File: src/design/tsw_pkg.sv
// shared types, codes and helpers of the texture sampler
`default_nettype none
package tsw_pkg;

   localparam int MAX_TEXELS_DEF = 65536;
   localparam int COORD_FRAC_DEF = 16;
   localparam int FRAC_MAX_W     = 24;
   localparam int COORD_W        = 24;
   localparam int SIZE_W         = 9;
   localparam int SHIFT_W        = 5;
   localparam int CSR_IDX_W      = 3;
   localparam int CSR_DATA_W     = 9;
   localparam int INDEX_W        = 17;

   localparam logic [CSR_IDX_W-1:0] CSR_WIDTH  = 3'd0;
   localparam logic [CSR_IDX_W-1:0] CSR_HEIGHT = 3'd1;
   localparam logic [CSR_IDX_W-1:0] CSR_RED    = 3'd2;
   localparam logic [CSR_IDX_W-1:0] CSR_GREEN  = 3'd3;
   localparam logic [CSR_IDX_W-1:0] CSR_BLUE   = 3'd4;

   localparam logic       OP_WRITE        = 1'b0;
   localparam logic [1:0] METHOD_NEAREST  = 2'd0;
   localparam logic [1:0] METHOD_BILINEAR = 2'd1;

   localparam logic [1:0] KIND_WRITE    = 2'd0;
   localparam logic [1:0] KIND_NEAREST  = 2'd1;
   localparam logic [1:0] KIND_BILINEAR = 2'd2;
   localparam logic [1:0] KIND_WHITE    = 2'd3;

   typedef struct packed {
      logic [SIZE_W-1:0]  width;
      logic [SIZE_W-1:0]  height;
      logic [SHIFT_W-1:0] red_sh;
      logic [SHIFT_W-1:0] green_sh;
      logic [SHIFT_W-1:0] blue_sh;
   } cfg_type;

   typedef struct packed {
      logic [1:0]            kind;
      logic                  ok;
      logic [7:0]            r0;
      logic [7:0]            r1;
      logic [7:0]            c0;
      logic [7:0]            c1;
      logic [FRAC_MAX_W-1:0] fr;
      logic [FRAC_MAX_W-1:0] fc;
      logic [31:0]           texel;
   } cmd_type;

   function automatic logic [7:0] chan(input logic [31:0] word, input logic [SHIFT_W-1:0] sh);
      logic [31:0] s;
      s = word >> sh;
      return s[7:0];
   endfunction

   function automatic logic [SIZE_W-1:0] eff_size(input logic [SIZE_W-1:0] v);
      logic [SIZE_W-1:0] r;
      if (v == '0) r = 9'd1;
      else if (v > 9'd256) r = 9'd256;
      else r = v;
      return r;
   endfunction

endpackage
`default_nettype wire

File: src/design/tsw_queue.sv
// two entry command queue between front and back
`default_nettype none
module tsw_queue (
   input  wire logic             clock,
   input  wire logic             reset,
   input  wire logic             push,
   input  wire tsw_pkg::cmd_type in_cmd,
   output logic                  full,
   input  wire logic             pop,
   output tsw_pkg::cmd_type      out_cmd,
   output logic                  empty
);
   import tsw_pkg::*;

   cmd_type    entry_ff [2];
   logic       wr_ptr_ff, rd_ptr_ff;
   logic [1:0] count_ff;
   logic       do_push, do_pop;

   assign full    = (count_ff == 2'd2);
   assign empty   = (count_ff == 2'd0);
   assign do_push = push && !full;
   assign do_pop  = pop && !empty;
   assign out_cmd = entry_ff[rd_ptr_ff];

   always_ff @(posedge clock) begin
      if (reset) begin
         wr_ptr_ff <= 1'b0;
         rd_ptr_ff <= 1'b0;
         count_ff  <= 2'd0;
      end else begin
         if (do_push) wr_ptr_ff <= !wr_ptr_ff;
         if (do_pop) rd_ptr_ff <= !rd_ptr_ff;
         count_ff <= count_ff + {1'b0, do_push} - {1'b0, do_pop};
      end
   end

   always_ff @(posedge clock) begin
      if (do_push) entry_ff[wr_ptr_ff] <= in_cmd;
   end
endmodule
`default_nettype wire

File: config.mk
export PLATFORM = sky130hd
export DESIGN_NAME = tsw_queue
export DESIGN_NICKNAME = d
export VERILOG_FILES = /design/src/design/tsw_pkg.sv /design/src/design/tsw_queue.sv
export SDC_FILE = /design/constraint.sdc
export NUM_CORES = 1
export LEC_CHECK = 0
export BUFFER_PORTS_ARGS = -buffer_cell sky130_fd_sc_hd__buf_2
export CORE_MARGIN = 3
export CORE_UTILIZATION = 40
export CTS_CLUSTER_SIZE = 16
export DETAILED_ROUTE_END_ITERATION = 7
export HOLD_SLACK_MARGIN = 0.06
export SLEW_MARGIN = 20
export SYNTH_ARGS = -nofsm -noshare
export SYNTH_HDL_FRONTEND = slang
export SYNTH_SLANG_ARGS = --single-unit
File: constraint.sdc
create_clock -name clock -period 4 [get_ports clock]
set_input_delay 0.4 -clock clock [delete_from_list [all_inputs] [get_ports clock]]
set_output_delay 0.4 -clock clock [all_outputs]
set_load 0.05 [all_outputs]
==> results of run 1 <==
-- worst max path at each step --
stage	start	end	slack [ns]	cells after the start
3_5_place_dp	push	entry_ff[0][99]	1.61	5
4_1_cts	register	out_cmd[37]	1.21	3
3_3_place_gp	push	entry_ff[0][114]	1.68	5
6_report	register	out_cmd[37]	1.29	3
5_1_grt	register	out_cmd[37]	1.14	3
2_1_floorplan	count_ff[0]	entry_ff[0][0]	0.21	4
-- per-layer routing --
layer	GRT usage [%]	vias up	share of wire [%]
li1	-	2032	-
met1	17.0	2111	41
met2	21.8	179	48
met3	5.01	19	9.7
met4	2.52	2	1.5
met5	0	-	0.081
-- metrics by stage --
step	util (%)	std cells	worst slack [ns]	hold WS, ns
6_report	51.5	931	1.29	0.0924
5_1_grt	51.5	930	1.14	0.0603
4_1_cts	51.5	930	1.21	0.0612
3_5_place_dp	48.2	887	1.61	0.501
3_3_place_gp	48.2	887	1.68	0.476
2_1_floorplan	-	385	0.215	0.452
-- flip-flops by register name, indices dropped and copies added, names as in the netlist, named ones only --
register   count
rd_ptr_ff      1
wr_ptr_ff      1
count_ff       2
entry_ff     230
-- layout make-up --
class | count | area share (%)
well taps | 275 | 3.15
clock inverters | 11 | 0.492
flip-flops and latches | 235 | 64.1
inverters | 4 | 0.160
multi-input cells | 133 | 14.7
clock buffers | 32 | 5.96
diodes | 1 | 0.0229
repair buffers | 240 | 11.4
-- cells by family (layout without fill, tap and decap cells) --
logic type / count (synthesis) / count (layout)
muxes: 115 / 115
AOI/OAI and AO/OA: 3 / 3
buffers and inverters: 17 / 287
xor gates and xnor gates: 2 / 2
adders and majority gates: 2 / 2
and+or+nand+nor: 11 / 11
DFF: 235 / 235
other: 0 / 1
-- cells in the final DEF (no fill, tap or decap) --
master / count
nand2_1: 1
clkinv_2: 3
clkbuf_1: 7
nand2b_2: 1
edfxtp_1: 230
mux2_4: 50
o21ai_0: 1
a21oi_1: 1
ha_1: 2
nor2_1: 4
inv_1: 3
dfxtp_1: 4
xnor2_1: 1
diode_2: 1
mux2_2: 65
buf_12: 3
clkbuf_16: 25
nor3_1: 1
and3_4: 1
inv_4: 1
dfxtp_4: 1
inv_6: 1
and2_1: 1
o21a_1: 1
nor2b_1: 1
clkinv_1: 6
or3_1: 1
buf_2: 235
xor2_1: 1
buf_4: 2
clkinvlp_4: 1
-- report_power, final --
group	switching [mW]	internal (mW)
logic	2.21	0.919
clock network	0.838	1.14
registers	0.133	3.14
==> run metrics, run 1 <==
Worst path max stage delay=0.65 ns; Worst Hold Class=input port to register; Worst Path Buf+Inv=2; Placer Congestion=0.745; FF+latch area=7010 sq um; synth unique cells=21; main combinational cell family by area after synthesis=multiplexers; Yosys reg bits=235; hold path cells=1; # nets final=760; Hold Crit Start=in_cmd[42]; htree depth=1; Seq/Total Area, Yosys=80.3%; Clock Root Buffer=clkbuf_16; Finish-stage setup viols=0; Synth Net Count=506; Finished Cell Area=10900 sq um; multiplexer share of the synthesized area=17.0%; via density per instance=4.66; Critical Path Sink Type=primary output; Worst R2R End=entry_ff[0][101]; fillers=1773; vias in the first global route=4640; share of layout cells above drive strength 1=59.4%; unrepaired setup endpoints after global routing=false; final hold viol count=0; die height=154 microns; placed cell areas=10200 sq um; drt wl/cell=17.3 microns; Cell Chain, Critical Path=buf_4 > mux2_2 > buf_2; TNS Setup=0 ns; RR Startpoint=count_ff[0]; actual slew at the worst max-slew pin=0.896 ns; top achievable clock speed=369 MHz; Clock Pin Slew Worst Setup and Hold Paths=0.06 ns; max-slew violation count=0; Post CTS Setup Buffer Count=0; r2r setup slk=1.67 ns; synthesis-to-finish area growth=25.3%; first-pass GRT wire length=25.3 mm; Pre-antenna DRT Iters=4; run status=finished, final reports clean; grt ovf=0; antenna-violating nets left=0; Period Utilization, post-route=67.7%; DR DRC count=0; adder-cell share of the synthesized area=0.287%; Top FF cell, synth=edfxtp_1; ys async rst share=0%; Post-Synth XOR/XNOR Area=0.201%; die span in x=154 microns; maxcap violations=0; final setup skew=0.00957 ns; CTS Buffer Depth=3; Slew headroom=40.3%; Reg2Reg Depth=5; Setup CP Type=register to primary output; initial antenna violation count=1; clk sinks=235; Worst EP required=3.60 ns; final WL=16.1 mm; area of the multi-input gates=1610 sq um; CP Data Arrival Time=2.31 ns; vias=4343; initial DRC count=148; CP max-delay cell=dfxtp_4; P per Cell Area=766 nW/um^2; Ys Warns=0; Post-Synth Simple-Gate Area=0.659%; largest area contributor in the netlist=edfxtp_1; Site Rows=53; TritonCTS clock tree=done; P_leak=4.17 nW; DIE AREA=23600 sq um; average cell area after synthesis=22.7 sq um; Total GRT Usage=13.2%; io pins=236; crit-path max FO=34; clock latency on the worst-skew pair=0.49 ns; most instantiated library cell after synthesis=edfxtp_1; Post-synth EDFFs=230; Synth top area share=79.1%; port bufs=235; crit path launch type=register; Crit path max-delay family=buffers and inverters; Peak supply drop=0.000468 V; post-synthesis compound-gate area fraction=0.201%; Starting Density=41.1%; CTS Buf Count=25; Post-CTS Resized=0; largest net degree at the start of global routing=63; most instantiated cells after synthesis=edfxtp_1 (230), mux2_2 (65), mux2_4 (50); Final HPWL DP=10.7 mm; Post-Syn Instances=385; hold buffers post-CTS=0; Tmin final=2.71 ns; cell area after synthesis=8730 sq um; Overall Power=8.38 mW; core area=21200 sq um; Synth area leaders=edfxtp_1 (79%), mux2_4 (8.6%), mux2_2 (8.4%); Min-Delay Endpoint=entry_ff[1][42]
(Power assumes the default switching activity.)
==> run 2, diff against run 1 <==
==> constraint.sdc (replaced) <==
create_clock -name clock -period 2.51 [get_ports clock]
set_input_delay 0.251 -clock clock [delete_from_list [all_inputs] [get_ports clock]]
set_output_delay 0.251 -clock clock [all_outputs]
set_load 0.05 [all_outputs]
==> run metrics, run 2 (synthesis results as in run 1) <==
clk sinks=235 (unchanged); Post CTS Setup Buffer Count=0 (unchanged); Slew headroom=69.2% (+29 points); busiest layer in global routing=met2; Worst Hold Class=input port to register; crit path launch type=register; grt met3 use=4.45% (-0.56 points); Starting Density=41.1% (unchanged); initial DRC count=179 (+21%); Period Utilization, post-route=92.4%; via density per instance=4.60 (-1.4%); CTS Buffer Depth=3 (unchanged); Biggest register=entry_ff; TritonCTS clock tree=done; Finish-stage setup viols=0 (unchanged); WHS=0.154 ns (+0.0617 ns); initial antenna violation count=0 (-1); Pre-antenna DRT Iters=4 (unchanged); Worst EP required=2.26 ns (-1.34 ns); final WL=17.4 mm (+7.7%); grt met2 use=24.2% (+2.4 points); fillers=1591 (-10%); antenna-violating nets left=0 (unchanged); synthesis-to-finish area growth=41.1%; vias=4834 (+11%); vias in the first global route=5262 (+13%); # nets final=880 (+16%); Tmin final=2.32 ns; Util after Layout=58.1% (+6.5 points); unrepaired setup endpoints after global routing=false; dpl ws=0.534 ns (-1.08 ns); Clock Root Buffer=clkbuf_16; drt wl/cell=16.5 microns (-4.6%); die height=154 microns (unchanged); M1 GR Usage=18.5% (+1.5 points); maxcap violations=0 (unchanged); top achievable clock speed=431 MHz; TNS Setup=0 ns (unchanged); Critical Path Sink Type=primary output; Site Rows=53 (unchanged); actual slew at the worst max-slew pin=0.461 ns (-0.435 ns); DR DRC count=0 (unchanged); Clock Pin Slew Worst Setup and Hold Paths=0.05 ns (about the same); Peak supply drop=0.000673 V (+44%); Total GRT Usage=14.3% (+1.1 points); most common cell after layout, fill and taps aside=buf_2; Placer Congestion=0.749 (+0.59%); commonest non-fill, non-tap cells in the layout=buf_2 (235), edfxtp_1 (230), dlygate4sd3_1 (116), mux2_2 (65), mux2_4 (50); run status=finished, final reports clean; P_leak=4.73 nW (+14%); Setup CP Type=register to primary output; htree depth=1 (unchanged); share of layout cells above drive strength 1=51.4% (-8.0 points); max FFs per register=230 (unchanged); CP Data Arrival Time=2.07 ns (-0.24 ns); final setup skew=0.0157 ns (+0.00611 ns); crit-path max FO=36 (+5.9%); clock latency on the worst-skew pair=0.51 ns (+0.02 ns); io pins=236 (unchanged); die span in x=154 microns (unchanged); final setup margin=0.190 ns (-1.10 ns); DIE AREA=23600 sq um (unchanged); largest net degree at the start of global routing=51 (-19%); max-slew violation count=0 (unchanged); final hold viol count=0 (unchanged); ANT cells=0 (-1); biggest regs=entry_ff: 230 flops, count_ff: 2 flops; grt ovf=0 (unchanged); port bufs=235 (unchanged); Final HPWL DP=10.7 mm (-0.15%); core area=21200 sq um (unchanged); P per Cell Area=1150 nW/um^2 (+50%); first-pass GRT wire length=27.4 mm (+8.2%); CTS Buf Count=26 (+4.0%)
-- run 2: what timing repair did --
| item | CTS | global route |
|---|---|---|
| hold buffers | 116 | 0 |
| hold endpoints to repair | 235 | 0 |
| resized for setup | 0 | 0 |
| endpoints found under the setup margin | 0 | 0 |
-- run 2: worst max-delay path, stage by stage, from the launching register on --
cell and delay [ns]:
dfxtp_4 0.64, buf_12 0.28, mux2_2 0.39, buf_2 0.22
-- run 2: area by class of cell --
class / instances / area, sq um / share of cell area (%)
clock buffer: 33 / 698 / 5.67
sequential: 235 / 7010 / 56.9
multi-input combinational: 133 / 1620 / 13.1
inverter: 4 / 22.5 / 0.183
tap: 275 / 344 / 2.79
timing repair buffer: 359 / 2500 / 20.3
clock inverter: 12 / 130 / 1.06
-- run 2: stage by stage --
step,power [mW],std cells,cell area (sq um)
CTS,14.3,1051,12300
global route,14.7,1051,12300
detailed placement,10.5,890,10300
floorplan,9.36,385,8750
finish,14.1,1051,12300
global placement,10.4,890,10300
-- run 2: layer usage --
| layer | share of wire (%) | vias up |
|---|---|---|
| li1 | - | 2281 |
| met1 | 43 | 2343 |
| met2 | 48 | 185 |
| met3 | 7.8 | 25 |
| met4 | 1.8 | 0 |
| met5 | 0 | - |
-- run 2: final timing paths --
| check | startpoint | end | slack [ns] | cells past startpoint |
|---|---|---|---|---|
| worst max-delay path | register | out_cmd[24] | 0.19 | 3 |
| worst min-delay path | push | wr_ptr_ff | 0.15 | 4 |
| worst max register to register | count_ff[0] | entry_ff[0][93] | 0.56 | 5 |
| worst min register to register | wr_ptr_ff | wr_ptr_ff | 0.51 | 2 |
-- run 2: power by group --
part	switching [mW]	leakage (nW)	total (mW)	internal, mW
registers	0.212	2.19	5.21	5.00
clock network	1.39	0.400	3.65	2.25
logic	3.59	2.14	5.26	1.67
total	5.20	4.73	14.1	8.93
