==> src/design/tsw_pkg.sv <==
// shared types, codes and helpers of the texture sampler
`default_nettype none
package tsw_pkg;

   localparam int MAX_TEXELS_DEF = 65536;
   localparam int COORD_FRAC_DEF = 16;
   localparam int FRAC_MAX_W     = 24;
   localparam int COORD_W        = 24;
   localparam int SIZE_W         = 9;
   localparam int SHIFT_W        = 5;
   localparam int CSR_IDX_W      = 3;
   localparam int CSR_DATA_W     = 9;
   localparam int INDEX_W        = 17;

   localparam logic [CSR_IDX_W-1:0] CSR_WIDTH  = 3'd0;
   localparam logic [CSR_IDX_W-1:0] CSR_HEIGHT = 3'd1;
   localparam logic [CSR_IDX_W-1:0] CSR_RED    = 3'd2;
   localparam logic [CSR_IDX_W-1:0] CSR_GREEN  = 3'd3;
   localparam logic [CSR_IDX_W-1:0] CSR_BLUE   = 3'd4;

   localparam logic       OP_WRITE        = 1'b0;
   localparam logic [1:0] METHOD_NEAREST  = 2'd0;
   localparam logic [1:0] METHOD_BILINEAR = 2'd1;

   localparam logic [1:0] KIND_WRITE    = 2'd0;
   localparam logic [1:0] KIND_NEAREST  = 2'd1;
   localparam logic [1:0] KIND_BILINEAR = 2'd2;
   localparam logic [1:0] KIND_WHITE    = 2'd3;

   typedef struct packed {
      logic [SIZE_W-1:0]  width;
      logic [SIZE_W-1:0]  height;
      logic [SHIFT_W-1:0] red_sh;
      logic [SHIFT_W-1:0] green_sh;
      logic [SHIFT_W-1:0] blue_sh;
   } cfg_type;

   typedef struct packed {
      logic [1:0]            kind;
      logic                  ok;
      logic [7:0]            r0;
      logic [7:0]            r1;
      logic [7:0]            c0;
      logic [7:0]            c1;
      logic [FRAC_MAX_W-1:0] fr;
      logic [FRAC_MAX_W-1:0] fc;
      logic [31:0]           texel;
   } cmd_type;

   function automatic logic [7:0] chan(input logic [31:0] word, input logic [SHIFT_W-1:0] sh);
      logic [31:0] s;
      s = word >> sh;
      return s[7:0];
   endfunction

   function automatic logic [SIZE_W-1:0] eff_size(input logic [SIZE_W-1:0] v);
      logic [SIZE_W-1:0] r;
      if (v == '0) r = 9'd1;
      else if (v > 9'd256) r = 9'd256;
      else r = v;
      return r;
   endfunction

endpackage
`default_nettype wire

==> src/design/tsw_front.sv <==
// front end: takes items, scales and wraps coordinates, issues commands
`default_nettype none
module tsw_front #(
   parameter int COORD_FRAC_BITS = tsw_pkg::COORD_FRAC_DEF
) (
   input  wire logic                           clock,
   input  wire logic                           reset,
   input  wire tsw_pkg::cfg_type               cfg,
   input  wire logic                           req_push,
   output logic                                req_full,
   input  wire logic                           req_operation,
   input  wire logic [7:0]                     req_row,
   input  wire logic [7:0]                     req_col,
   input  wire logic [31:0]                    req_texel,
   input  wire logic [tsw_pkg::COORD_W-1:0]    req_u_coord,
   input  wire logic [tsw_pkg::COORD_W-1:0]    req_v_coord,
   input  wire logic [1:0]                     req_method,
   output tsw_pkg::cmd_type                    cmd,
   output logic                                cmd_push,
   input  wire logic                           cmd_full
);
   import tsw_pkg::*;

   localparam int PROD_W = COORD_W + SIZE_W;
   localparam int INT_W  = PROD_W - COORD_FRAC_BITS;
   localparam int DIGITS = 4;
   localparam int STEPS  = (INT_W + DIGITS - 1) / DIGITS;
   localparam int SHR_W  = STEPS * DIGITS;
   localparam int CNT_W  = $clog2(STEPS + 1);

   localparam logic [1:0] F_IDLE = 2'd0;
   localparam logic [1:0] F_MUL  = 2'd1;
   localparam logic [1:0] F_MOD  = 2'd2;
   localparam logic [1:0] F_PUSH = 2'd3;

   logic [1:0]                 state_ff, state_in;
   logic                       op_ff;
   logic [7:0]                 row_ff, col_ff;
   logic [31:0]                texel_ff;
   logic [COORD_W-1:0]         u_ff, v_ff;
   logic [1:0]                 method_ff;
   logic [SHR_W-1:0]           qr_ff, qr_in, qc_ff, qc_in;
   logic [SIZE_W-1:0]          remr_ff, remr_in, remc_ff, remc_in;
   logic [COORD_FRAC_BITS-1:0] fr_ff, fc_ff;
   logic [CNT_W-1:0]           cnt_ff;
   logic [PROD_W-1:0]          ar, ac;
   logic                       accept;

   assign accept   = req_push && !req_full;
   assign req_full = (state_ff != F_IDLE);
   assign ar       = PROD_W'(v_ff) * PROD_W'(cfg.height);
   assign ac       = PROD_W'(u_ff) * PROD_W'(cfg.width);

   // four restoring remainder steps per cycle on both coordinates
   always_comb begin
      logic [SIZE_W:0] tr, tc;
      logic [SIZE_W-1:0] rr, rc;
      rr = remr_ff;
      rc = remc_ff;
      for (int i = 0; i < DIGITS; i++) begin
         tr = {rr, qr_ff[SHR_W-1-i]};
         tc = {rc, qc_ff[SHR_W-1-i]};
         if (tr >= {1'b0, cfg.height}) tr = tr - {1'b0, cfg.height};
         if (tc >= {1'b0, cfg.width}) tc = tc - {1'b0, cfg.width};
         rr = tr[SIZE_W-1:0];
         rc = tc[SIZE_W-1:0];
      end
      remr_in = rr;
      remc_in = rc;
      qr_in   = qr_ff << DIGITS;
      qc_in   = qc_ff << DIGITS;
   end

   always_comb begin
      state_in = state_ff;
      case (state_ff)
         F_IDLE:  if (accept) state_in = (req_operation == OP_WRITE) ? F_PUSH : F_MUL;
         F_MUL:   state_in = F_MOD;
         F_MOD:   if (cnt_ff == CNT_W'(STEPS - 1)) state_in = F_PUSH;
         F_PUSH:  if (!cmd_full) state_in = F_IDLE;
         default: state_in = F_IDLE;
      endcase
   end

   always_ff @(posedge clock) begin
      if (reset) state_ff <= F_IDLE;
      else state_ff <= state_in;
   end

   always_ff @(posedge clock) begin
      if (accept) begin
         op_ff     <= req_operation;
         row_ff    <= req_row;
         col_ff    <= req_col;
         texel_ff  <= req_texel;
         u_ff      <= req_u_coord;
         v_ff      <= req_v_coord;
         method_ff <= req_method;
      end
      if (state_ff == F_MUL) begin
         qr_ff   <= SHR_W'(ar >> COORD_FRAC_BITS);
         qc_ff   <= SHR_W'(ac >> COORD_FRAC_BITS);
         fr_ff   <= ar[COORD_FRAC_BITS-1:0];
         fc_ff   <= ac[COORD_FRAC_BITS-1:0];
         remr_ff <= '0;
         remc_ff <= '0;
         cnt_ff  <= '0;
      end else if (state_ff == F_MOD) begin
         qr_ff   <= qr_in;
         qc_ff   <= qc_in;
         remr_ff <= remr_in;
         remc_ff <= remc_in;
         cnt_ff  <= cnt_ff + 1'b1;
      end
   end

   // neighbour wraps without a second remainder
   always_comb begin
      cmd = '0;
      cmd.texel = texel_ff;
      cmd.fr    = FRAC_MAX_W'(fr_ff);
      cmd.fc    = FRAC_MAX_W'(fc_ff);
      if (op_ff == OP_WRITE) begin
         cmd.kind = KIND_WRITE;
         cmd.r0   = row_ff;
         cmd.c0   = col_ff;
         cmd.ok   = ({1'b0, row_ff} < cfg.height) && ({1'b0, col_ff} < cfg.width);
      end else begin
         case (method_ff)
            METHOD_NEAREST:  cmd.kind = KIND_NEAREST;
            METHOD_BILINEAR: cmd.kind = KIND_BILINEAR;
            default:         cmd.kind = KIND_WHITE;
         endcase
         cmd.r0 = remr_ff[7:0];
         cmd.c0 = remc_ff[7:0];
         cmd.r1 = (remr_ff + 1'b1 == cfg.height) ? 8'd0 : remr_ff[7:0] + 8'd1;
         cmd.c1 = (remc_ff + 1'b1 == cfg.width) ? 8'd0 : remc_ff[7:0] + 8'd1;
      end
   end

   assign cmd_push = (state_ff == F_PUSH) && !cmd_full;
endmodule
`default_nettype wire

==> config.mk <==
export PLATFORM = sky130hd
export DESIGN_NAME = tsw_front
export DESIGN_NICKNAME = d
export VERILOG_FILES = /design/src/design/tsw_pkg.sv /design/src/design/tsw_front.sv
export SDC_FILE = /design/constraint.sdc
export NUM_CORES = 1
export LEC_CHECK = 0
export ABC_AREA = 1
export BUFFER_PORTS_ARGS = -buffer_cell sky130_fd_sc_hd__buf_2
export CORE_MARGIN = 1
export CORE_UTILIZATION = 40
export CTS_CLUSTER_DIAMETER = 60
export DETAILED_ROUTE_END_ITERATION = 12
export RECOVER_POWER = 25
export SLEW_MARGIN = 15
export SYNTH_ARGS = -nofsm -noshare
export SYNTH_HDL_FRONTEND = slang
export SYNTH_SLANG_ARGS = --single-unit
==> constraint.sdc <==
create_clock -name clock -period 13.75 [get_ports clock]
set_input_delay 4.125 -clock clock [delete_from_list [all_inputs] [get_ports clock]]
set_output_delay 4.125 -clock clock [all_outputs]
set_load 0.005 [all_outputs]
==> flow_summary.json <==
{
  "grt_first_pass_wirelength_mm": 104,
  "antenna_cells": 0,
  "io_buffers": 221,
  "core_area_um2": 63200,
  "cpMaxStageDelayCell": "buf_2",
  "gp_congestion": 0.902,
  "vias_per_cell": 4.87,
  "hold_viol_final": 0,
  "cts_resized": 0,
  "drive_above_1_share": 0.0982,
  "cts_hold_buf": 0,
  "via_count": 20500,
  "setup_tns_ns": 0,
  "end_kind": "register",
  "fin_worst_skew_ns": 0.0176,
  "synth_area_um2": 25600,
  "dr.pass1.iters": 5,
  "drt-wirelength-per-cell_um": 15.3,
  "wl_mm": 64.2,
  "finalMaxSlewViolations": 124,
  "cts_setup_buffers": 0,
  "cts.sinks": 194,
  "synth_cell_types": 58,
  "cts_tree": "built",
  "tritoncts.num_buffers": 17,
  "htree_levels": 4,
  "dieHeight_um": 255,
  "nets": 4002,
  "crit_type": "in -> reg",
  "grt_pass1_vias": 20200,
  "hp-class": "reg -> reg",
  "critPathLaunchType": "input pin",
  "timing.final.crit_share": 0.869,
  "report.final.setup_viol": 0,
  "clock_path_buffers": 2,
  "yosys_warnings": 0,
  "clk_pin_slew_ns": 0.08,
  "violations": "max-capacitance violations, max-slew violations",
  "num_rows": 92,
  "post-route-min-period_ns": 11.95,
  "cp.arrival_ns": 12.24,
  "synth-edff-count": 165,
  "grt_max_degree": 52,
  "synth-seq-cells": 194,
  "synth_flop_cell": "edfxtp_1",
  "drv_cap": 3,
  "status": "finished with violations",
  "rsz0062_at_grt": "no",
  "synthToLayoutAreaGrowth_pct": 8.77,
  "boundaryPins": 253,
  "die_w_um": 255,
  "initial_utilization": 0.405,
  "worstMarginPinSlew_ns": 2.42,
  "slew_headroom": -0.615,
  "antenna_found_initial": 2,
  "yosysSeqAreaShare": 0.216,
  "dp_hpwl_mm": 50.1,
  "overflow": 0,
  "final_antenna_net_count": 0,
  "die_area_um2": 65000,
  "cpMostUsedCell": "nand2_1",
  "synthCells": 3226,
  "drcViolationCount": 0,
  "syn_avg_cell_area_um2": 7.94,
  "track_usage": 0.204,
  "n_fill_cell": 6410,
  "max_stage_delay_ns": 0.61,
  "cts_root_buffer": "clkbuf_16",
  "critPathRequiredTime_ns": 14.04,
  "fmax_ghz": 0.0837,
  "drt_iter0_drc": 1159,
  "critPathMaxFanout": 27,
  "async_flop_share": 0,
  "clk_latency_ns": 0.50
}
==> flip-flops by register name, indices dropped and copies added (netlist names) <==
signal,count
remr_ff,9
state_ff,2
qr_ff,20
qc_ff,20
row_ff,8
v_ff,24
u_ff,24
col_ff,8
texel_ff,32
op_ff,1
fr_ff,16
cnt_ff,3
fc_ff,16
method_ff,2
remc_ff,9
==> metal layers <==
metal,vias up,part of all wire,track usage
li1,10100,-,-
met1,9908,0.47,0.282
met2,422,0.47,0.336
met3,59,0.043,0.0272
met4,2,0.017,0.0546
met5,-,0.00020,0
==> path summary, 6_finish.rpt <==
| check | slack (ns) | depth (start not counted) | start | to |
|---|---|---|---|---|
| hold / removal | 0.49 | 2 | qc_ff[18] | qc_ff[18] |
| hold reg to reg | 0.49 | 2 | qc_ff[18] | qc_ff[18] |
| setup / recovery | 1.80 | 43 | cfg[29] | remc_ff[4] |
| setup reg to reg | 6.06 | 42 | qc_ff[19] | remc_ff[4] |
==> synth_stat cells (7+ instances only) <==
| cell | n | area share |
|---|---|---|
| o211ai_1 | 7 | 0.0021 |
| nor2_1 | 105 | 0.015 |
| inv_1 | 717 | 0.11 |
| fa_1 | 318 | 0.25 |
| nand4_1 | 24 | 0.0059 |
| nand2_1 | 885 | 0.13 |
| nand3_1 | 123 | 0.024 |
| nand2_2 | 13 | 0.0032 |
| a21oi_1 | 144 | 0.028 |
| nand3b_1 | 8 | 0.0023 |
| o21ai_1 | 9 | 0.0018 |
| nor4_1 | 10 | 0.0024 |
| edfxtp_1 | 165 | 0.19 |
| or2_2 | 20 | 0.0049 |
| dfxtp_1 | 29 | 0.023 |
| a31oi_1 | 15 | 0.0037 |
| nor3_1 | 21 | 0.0041 |
| o21ai_0 | 84 | 0.016 |
| o21a_1 | 7 | 0.0021 |
| clkbuf_1 | 115 | 0.017 |
| o21bai_1 | 10 | 0.0029 |
| a21o_1 | 16 | 0.0047 |
| xor2_1 | 62 | 0.021 |
| xnor2_1 | 27 | 0.0092 |
| buf_4 | 18 | 0.0053 |
| ha_1 | 201 | 0.098 |
==> critical path, delay by kind of cell <==
family | cells | cell delay (ns)
simple gates | 23 | 3.12
compound gates | 10 | 2.09
fa+ha+maj | 4 | 1.55
buf+inv | 6 | 1.31
==> per-stage QoR <==
| step | cells | area, um^2 | worst slack [ns] | utilization | hold slack (ns) |
|---|---|---|---|---|---|
| 2_1_floorplan | 3241 | 25700 | 2.98 | - | 0.449 |
| 3_5_place_dp | 4174 | 27300 | 1.56 | 0.432 | 0.473 |
| 4_1_cts | 4206 | 27900 | 2.00 | 0.441 | 0.484 |
| 5_1_grt | 4206 | 27900 | 1.18 | 0.441 | 0.515 |
| 6_report | 4206 | 27900 | 1.80 | 0.441 | 0.487 |
| 3_3_place_gp | 4174 | 27300 | 1.54 | 0.432 | 0.467 |
==> logic make-up (layout without fill, tap and decap cells) <==
logic type	after synthesis	after routing	synth area share
AOI/OAI and AO/OA	325	325	0.0731
adders and majority gates	519	519	0.347
buffers and inverters	867	986	0.130
xor gates and xnor gates	89	89	0.0304
other	1	16	0.000146
and+or+nand+nor	1231	1231	0.203
DFF	194	194	0.216
==> cell usage in the layout, fill, tap and decap left out, types with 4 or more instances in the layout <==
cell type	instances
a211oi_1	4
inv_2	5
a31oi_1	15
edfxtp_1	165
clkbuf_1	4
or2_2	20
buf_4	8
nand2_1	885
xor2_1	62
nand2_2	13
nor3_1	21
fa_1	318
a21oi_2	6
nand4_1	24
clkbuf_16	17
o21a_1	7
o21ai_1	9
nand3_1	123
buf_2	221
xnor2_1	27
conb_1	16
o211ai_1	7
dfxtp_1	29
inv_1	715
a21oi_1	144
nor2_1	105
nand3_4	5
nand3b_1	8
a21o_1	16
nand3_2	5
o21bai_1	10
nor4_1	10
ha_1	201
o21ai_0	84
==> area by class of cell <==
cell class                 instances  area (um^2)  share of cell area
clock inverter                    12          133             0.00476
clock buffer                      20          447              0.0160
tap                              846         1060              0.0380
inverter                         723         2720              0.0975
sequential                       194         5540               0.199
multi-input combinational       2180        16800               0.603
timing repair buffer             231         1170              0.0421
Power is left out: the tool's default activity adds up to more than one toggle a clock period on the data nets, which glitch-free logic cannot reach.
